$ cat src/rtl/jzpi_pkg.sv
// Package for the zero polynomial iterator: widths, result codes, state type
// and the controller/datapath command and status structs. No dependencies.
package jzpi_pkg;

    localparam int MaxZeros  = 10;
    localparam int DataWidth = 24;
    localparam int FracBits  = 20;
    localparam int IterWidth = 12;
    localparam int IdxWidth  = 4;
    localparam int LimWidth  = DataWidth - 1;
    localparam int CfgWidth  = DataWidth;
    localparam int MagWidth  = 2 * DataWidth;

    localparam logic [1:0] CFG_ZERO_COUNT = 2'd0;
    localparam logic [1:0] CFG_ESC_LIMIT  = 2'd1;
    localparam logic [1:0] CFG_ITER_LIMIT = 2'd2;
    localparam logic [1:0] CFG_AMPLITUDE  = 2'd3;

    localparam logic [1:0] KIND_BOUNDED = 2'd0;
    localparam logic [1:0] KIND_ESCAPED = 2'd1;
    localparam logic [1:0] KIND_INVALID = 2'd2;

    typedef enum logic [3:0] {
        ST_IDLE,
        ST_CHECK,
        ST_ITER_START,
        ST_DIFF,
        ST_MUL_A,
        ST_MUL_B,
        ST_SUM,
        ST_FACTOR_DONE,
        ST_MAG,
        ST_DECIDE,
        ST_DONE
    } state_t;

    typedef struct packed {
        logic load_pixel;
        logic init_w;
        logic diff;
        logic mul_a;
        logic mul_b;
        logic sum;
        logic mag;
        logic accept_w;
        logic set_escaped;
    } dp_cmd_t;

    typedef struct packed {
        logic start_gt;
        logic start_lt;
        logic w_ok;
    } dp_status_t;

endpackage

$ cat src/rtl/jzpi_controller.sv
// Controller of the zero polynomial iterator: sequences the iteration and
// the factor loop, and forms the result strobe. Uses jzpi_pkg.
module jzpi_controller (
    input  logic                           clk,
    input  logic                           rst_n,
    input  logic                           start,
    input  logic                           pix_cmd,
    input  logic                           pix_valid,
    input  logic                           parity,
    input  logic [3:0]                     zero_cnt,
    input  logic [jzpi_pkg::IterWidth-1:0] iter_limit,
    input  jzpi_pkg::dp_status_t           status,
    output jzpi_pkg::dp_cmd_t              cmd,
    output logic [jzpi_pkg::IdxWidth-1:0]  tbl_ridx,
    output logic                           busy,
    output logic                           done,
    output logic [1:0]                     kind,
    output logic                           parity_q
);
    import jzpi_pkg::*;

    state_t               state_reg, state_next;
    logic [IterWidth-1:0] it_reg, it_next;
    logic [IdxWidth-1:0]  k_reg, k_next;
    logic [IterWidth-1:0] ilim_reg, ilim_next;
    logic [IdxWidth-1:0]  n_reg, n_next;
    logic [1:0]           kind_reg, kind_next;
    logic                 par_reg, par_next;
    logic [IdxWidth-1:0]  n_sat;

    assign n_sat = (32'(zero_cnt) > MaxZeros) ? IdxWidth'(MaxZeros) : IdxWidth'(zero_cnt);

    always_ff @(posedge clk or negedge rst_n)
    begin
        if (!rst_n)
        begin
            state_reg <= ST_IDLE;
            it_reg    <= '0;
            k_reg     <= '0;
            ilim_reg  <= '0;
            n_reg     <= '0;
            kind_reg  <= KIND_BOUNDED;
            par_reg   <= 1'b0;
        end
        else
        begin
            state_reg <= state_next;
            it_reg    <= it_next;
            k_reg     <= k_next;
            ilim_reg  <= ilim_next;
            n_reg     <= n_next;
            kind_reg  <= kind_next;
            par_reg   <= par_next;
        end
    end

    always_comb
    begin
        state_next = state_reg;
        it_next    = it_reg;
        k_next     = k_reg;
        ilim_next  = ilim_reg;
        n_next     = n_reg;
        kind_next  = kind_reg;
        par_next   = par_reg;
        cmd        = '0;
        done       = 1'b0;
        unique case (state_reg)
            ST_IDLE:
            begin
                if (start && pix_cmd)
                begin
                    cmd.load_pixel = 1'b1;
                    ilim_next = iter_limit;
                    n_next    = n_sat;
                    par_next  = parity;
                    kind_next = KIND_BOUNDED;
                    it_next   = '0;
                    if (pix_valid)
                        state_next = ST_CHECK;
                    else
                    begin
                        kind_next  = KIND_INVALID;
                        state_next = ST_DONE;
                    end
                end
            end
            ST_CHECK:
            begin
                if (status.start_gt)
                begin
                    kind_next  = KIND_ESCAPED;
                    state_next = ST_DONE;
                end
                else if (status.start_lt)
                    state_next = ST_ITER_START;
                else
                    state_next = ST_DONE;
            end
            ST_ITER_START:
            begin
                if (it_reg >= ilim_reg)
                    state_next = ST_DONE;
                else
                begin
                    cmd.init_w = 1'b1;
                    k_next = n_reg;
                    state_next = (n_reg == '0) ? ST_MAG : ST_DIFF;
                end
            end
            ST_DIFF:
            begin
                cmd.diff   = 1'b1;
                state_next = ST_MUL_A;
            end
            ST_MUL_A:
            begin
                cmd.mul_a  = 1'b1;
                state_next = ST_MUL_B;
            end
            ST_MUL_B:
            begin
                cmd.mul_b  = 1'b1;
                state_next = ST_SUM;
            end
            ST_SUM:
            begin
                cmd.sum    = 1'b1;
                k_next     = k_reg - 1'b1;
                state_next = ST_FACTOR_DONE;
            end
            ST_FACTOR_DONE:
            begin
                state_next = (k_reg == '0) ? ST_MAG : ST_DIFF;
            end
            ST_MAG:
            begin
                cmd.mag    = 1'b1;
                state_next = ST_DECIDE;
            end
            ST_DECIDE:
            begin
                if (status.w_ok)
                begin
                    cmd.accept_w = 1'b1;
                    it_next      = it_reg + 1'b1;
                    state_next   = ST_ITER_START;
                end
                else
                begin
                    kind_next  = KIND_ESCAPED;
                    state_next = ST_DONE;
                end
            end
            ST_DONE:
            begin
                done       = 1'b1;
                state_next = ST_IDLE;
            end
            default:
            begin
                state_next = ST_IDLE;
            end
        endcase
    end

    assign tbl_ridx = k_reg - 1'b1;
    assign busy     = (state_reg != ST_IDLE);
    assign kind     = kind_reg;
    assign parity_q = par_reg && (kind_reg == KIND_BOUNDED);

    a_done_from_idle_never: assert property (@(posedge clk) disable iff (!rst_n)
        done |=> state_reg == ST_IDLE) else $error("result strobe not followed by idle");
    a_iter_bound: assert property (@(posedge clk) disable iff (!rst_n)
        state_reg == ST_DIFF |-> it_reg < ilim_reg) else $error("iteration past limit");
    a_factor_index: assert property (@(posedge clk) disable iff (!rst_n)
        state_reg == ST_DIFF |-> (k_reg != '0 && k_reg <= n_reg))
        else $error("factor index out of range");
    a_single_mul: assert property (@(posedge clk) disable iff (!rst_n)
        !(cmd.mul_a && cmd.mul_b)) else $error("multiplier used twice");

endmodule

$ cat config.mk
export PLATFORM = sky130hd
export DESIGN_NAME = jzpi_controller
export DESIGN_NICKNAME = d
export VERILOG_FILES = /design/src/rtl/jzpi_pkg.sv /design/src/rtl/jzpi_controller.sv
export SDC_FILE = /design/constraint.sdc
export NUM_CORES = 1
export LEC_CHECK = 0
export CAP_MARGIN = 20
export CELL_PAD_IN_SITES_DETAIL_PLACEMENT = 0
export CELL_PAD_IN_SITES_GLOBAL_PLACEMENT = 1
export CORE_UTILIZATION = 30
export CTS_CLUSTER_SIZE = 28
export DETAILED_ROUTE_END_ITERATION = 12
export DONT_BUFFER_PORTS = 1
export PLACE_DENSITY = 0.63
export SYNTH_ARGS = -nofsm -noshare
export SYNTH_HDL_FRONTEND = slang
export SYNTH_SLANG_ARGS = --single-unit
$ cat constraint.sdc
create_clock -name clk -period 4.87 [get_ports clk]
set_input_delay 0.487 -clock clk [delete_from_list [all_inputs] [get_ports clk]]
set_output_delay 0.487 -clock clk [all_outputs]
set_load 0.005 [all_outputs]
## Yosys cells after proc, flatten, opt, wreduce, memory -nomap -nowiden

Cells that the tools add are included.

| cells by class | value |
|---|---|
| add/sub/neg operators | 2 |
| $lt $le $gt $ge | 2 |
| equality and inequality tests | 15 |
| mux-type cells | 32 |
| reductions and logical operators | 14 |

Operators with widths:

| operator | count |
|---|---|
| $mux 4 | 10 |
| $pmux 4 s10 | 1 |
| $mux 12 | 2 |
| $pmux 12 s2 | 1 |
| $eq 4x3->1 const B | 4 |
| $add 12x1->12 const B | 1 |
| $eq 4x4->1 const B | 3 |
| $ge 12x12->1 | 1 |
| $logic_not 4->1 | 3 |
| $mux 1 | 12 |
| $ne 2x2->1 const B | 5 |
| $eq 4x2->1 const B | 2 |
| $mux 2 | 4 |
| $pmux 4 s2 | 1 |
| $pmux 2 s3 | 1 |
| $eq 4x1->1 const B | 1 |
| $gt 4x4->1 const B | 1 |
| $reduce_and 2->1 | 2 |
| $reduce_and 4->1 | 1 |
| $reduce_bool 2->1 | 2 |
| $reduce_bool 4->1 | 1 |
| $sub 4x1->4 const B | 1 |
| $reduce_and 3->1 | 1 |
| $reduce_bool 3->1 | 1 |
| other kinds (2) | 3 |

| word-level totals | value |
|---|---|
| register bits | 39 |
| output and inout port bits | 18 |
| logic and storage cells | 72 |

## Longest topological paths before layout

| logic depth | value |
|---|---|
| word-level depth | 4 |
| mapped depth | 8 |
| mapped depth without buffers | 8 |

## Worst setup path before layout

OpenSTA, ideal clock, no wires.

| path | value |
|---|---|
| path type | register -> output |
| from | reg it_reg[2] |
| to | out cmd[7] (netlist name) |
| arrival time | 1.541 ns |
| path slack | 2.842 ns |
| stages on the path, launching flop included | 7 |
| path through | dfrtp_1 > ha_1 > a21oi_1 > o21ai_0 > a221oi_1 > o211ai_1 > inv_1 |

RTL lines:

| element | line | RTL |
|---|---|---|
| from (decl) | jzpi_controller.sv:23 | `logic [IterWidth-1:0] it_reg, it_next;` |
| from (signal assigned) | jzpi_controller.sv:48 | `it_reg <= it_next;` |
| to (decl) | jzpi_controller.sv:13 | `output jzpi_pkg::dp_cmd_t cmd,` |

==> results.sh <==
export IMPL_outcome="finished, final reports clean"
export IMPL_crit_chain="ha_1 -> a21oi_1 -> o21ai_0 -> a221oi_1 -> o211ai_1 -> inv_1"
export IMPL_fin_hold_ws_ns=0.0232
export IMPL_period_needed_ns=2.70
export IMPL_ys_seq_area_share_pct=43.7
export IMPL_cp_endpoint="cmd[7]"
export IMPL_synth_edf_count=0
export IMPL_netlist_instances=248
export IMPL_required_ns=4.38
export IMPL_ys_top_cells_by_count="39 x dfrtp_1, 34 x nand2_1, 24 x nor2_1"
export IMPL_n_antenna_cell=0
export IMPL_drc=0
export IMPL_io_buffers=0
export IMPL_end_kind="output pin"
export IMPL_rows=31
export IMPL_wl_per_cell_um=13.6
export IMPL_cp_num_cells=6
export IMPL_yosysWarnings=0
export IMPL_synth_seq_cells=39
export IMPL_die_w_um=88.3
export IMPL_first_pass_iters=4
export IMPL_finalHoldViolations=0
export IMPL_grt_pass1_wl_um=7780
export IMPL_hold_buffers=1
export IMPL_layout_drive_gt1_share_pct=7.66
export IMPL_numCtsBuffers=5
export IMPL_place_gp_congestion=0.757
export IMPL_tightest_slew_ns=0.655
export IMPL_vdd_drop_max_mv=0.114
export IMPL_cts_num_sinks=39
export IMPL_crit_arrival_ns=2.22
export IMPL_internal_power_uw=511
export IMPL_cts_root_buffer="clkbuf_8"
export IMPL_path_class="flip-flop to output pin"
export IMPL_dieArea_mm2=0.00780
export IMPL_startpoint_type="flip-flop"
export IMPL_skew_ns=0.00766
export IMPL_area_delta_synth_final_pct=9.80
export IMPL_grt_usage_pct=13.3
export IMPL_power_frac_clock_pct=43.3
export IMPL_path_buf_inv=1
export IMPL_power_switching_uw=144
export IMPL_finalNonFillerCells=347
export IMPL_insertion_delay_ns=0.29
export IMPL_reg2reg_to="it_reg[11]"
export IMPL_synthTopCellsByArea="dfrtp_1 44%, ha_1 7.8%, nand2_1 5.7%"
export IMPL_avgSynthCellArea_um2=9.01
export IMPL_r2r_start="state_reg[2]"
export IMPL_critPathLaunch="it_reg[2]"
export IMPL_globalRouteOverflowTotal=0
export IMPL_netlist_area_mm2=0.00223
export IMPL_dr_first_iter_drc_count=88
export IMPL_dr_wl_met2_um=2120
export IMPL_grt_max_degree=44
export IMPL_wl_met1_um=2300
export IMPL_mappedNetlistNets=287
export IMPL_grt_pass1_vias=1634
export IMPL_power_uw=655
export IMPL_crit_path_max_incr_delay_ns=0.44
export IMPL_start_util_pct=31.0
export IMPL_pin_count=43
export IMPL_switching_share_pct=22.0
export IMPL_cts_buffer_depth=2
export IMPL_dp_hpwl_um=3450
export IMPL_yosys_cell_count_top_type="dfrtp_1"
export IMPL_cts_setup_buffers=0
export IMPL_finalSetupViolCount=0
export IMPL_htree_levels=2
export IMPL_max_slew_margin_pct=55.9
export IMPL_top_layer="met4"
export IMPL_fin_tns_setup_ns=0
export IMPL_path_clk_slew_ns=0.08
export IMPL_fmax_mhz=370
export IMPL_fin_nets=286
export IMPL_maxCapViolCount=0
export IMPL_dp_cells=338
export IMPL_synth_async_reset_ratio_pct=100
export IMPL_via_count=1681
export IMPL_core_area_mm2=0.00721
export IMPL_seqPwrFrac_pct=51.5
export IMPL_synth_cell_types=48
export IMPL_viasPerCell=4.84
export IMPL_post_dp_cell_area_mm2=0.00232
export IMPL_totalWireLength_um=4730
export IMPL_synth_top_area_share_pct=43.7
export IMPL_cp_slowest_cell="a221oi_1"
export IMPL_cts_tree="done"
export IMPL_reg2regPathDepth=6
export IMPL_finalMaxSlewViolations=0
export IMPL_yosys_area_top_type="dfrtp_1"
export IMPL_met3_length_um=247
export IMPL_post_cts_resized=0
export IMPL_ys_flop_type="dfrtp_1"
export IMPL_critPathTopFamily="compound AO/OA/AOI/OAI gates"
export IMPL_hold_path_class="input port to async pin"
export IMPL_min_period_over_period_pct=55.5
export IMPL_fin_area_mm2=0.00245
export IMPL_power_density_mw_per_mm2=267
export IMPL_antenna_found_initial=0
export IMPL_ff2ff_setup_slack_ns=2.51
export IMPL_die_h_um=88.3
export IMPL_pwr_share_comb_pct=5.1
export IMPL_ant_nets=0
export IMPL_rsz0062_at_grt="no"
export IMPL_path_max_fanout=7
export IMPL_p_leak_nw=1.18
==> power groups by stage <==
stage	sequential (mW)	clock (mW)	combinational [mW]
3_3_place_gp	0.344	0	0.0254
4_1_cts	0.338	0.294	0.0349
5_1_grt	0.339	0.309	0.0398
6_report	0.337	0.284	0.0336
2_1_floorplan	0.342	0	0.0216
3_5_place_dp	0.344	0	0.0259
==> worst reg2reg max path: cells and delay by family (launching register included) <==
family                    cells  cell delay [ns]
xor gates and xnor gates      1             0.14
DFF                           1             0.53
and+or+nand+nor               5             1.58
==> per-stage QoR <==
stage / util [%] / worst slack (ns)
final: 34.0 / 2.17
after global routing: 34.0 / 1.95
after CTS: 34.0 / 2.16
after detailed placement: 32.1 / 2.47
after global placement: 32.1 / 2.48
after floorplan: - / 2.84
==> how the worst min path moves through the flow <==
stage / from / to / slack (ns) / cells after the start
6_report: rst_n / state_reg[2] / 0.02 / 1
5_1_grt: rst_n / state_reg[2] / 0.03 / 1
4_1_cts: rst_n / state_reg[2] / 0.02 / 1
3_5_place_dp: rst_n / state_reg[2] / 0.19 / 0
3_3_place_gp: rst_n / state_reg[2] / 0.19 / 0
2_1_floorplan: rst_n / ilim_reg[0] / 0.19 / 0
==> cell type report <==
class                   instances  area, um^2
well taps                      99         124
clock buffers                   6        82.6
multi-input cells             180        1140
fillers                       786        4760
inverters                      20        75.1
clock inverters                 2        35.0
flip-flops and latches         39         976
repair buffers                  1        20.0
==> kinds of logic (layout without fill, tap and decap cells) <==
| family | count (synthesis) | after routing | share of synthesized area, % |
|---|---|---|---|
| other | 1 | 1 | 0.168 |
| muxes | 4 | 4 | 2.02 |
| AOI/OAI and AO/OA | 44 | 44 | 12.0 |
| DFF | 39 | 39 | 43.7 |
| buffers and inverters | 29 | 29 | 5.26 |
| xor gates and xnor gates | 13 | 13 | 5.10 |
| adders and majority gates | 14 | 14 | 7.84 |
| and+or+nand+nor | 104 | 104 | 24.0 |
==> cells in the final DEF, fill, tap and decap left out, types with 3 or more instances in the layout <==
cell / count
dfrtp_1: 39
clkbuf_8: 6
o22ai_1: 3
nand2b_1: 6
ha_1: 14
nor3_1: 5
xnor2_1: 3
inv_1: 20
o21ai_0: 17
nand3_1: 7
xor2_1: 10
mux2_2: 4
nor4_1: 3
nand2_1: 34
a21oi_1: 9
nand4_1: 5
nor2_1: 24
==> layer usage <==
layer  vias up  global-route usage, %
met4         0                   4.25
met2        36                   20.7
met1       791                   17.3
met5         -                      0
li1        847                      -
met3         7                   4.66
(Power assumes the default switching activity.)
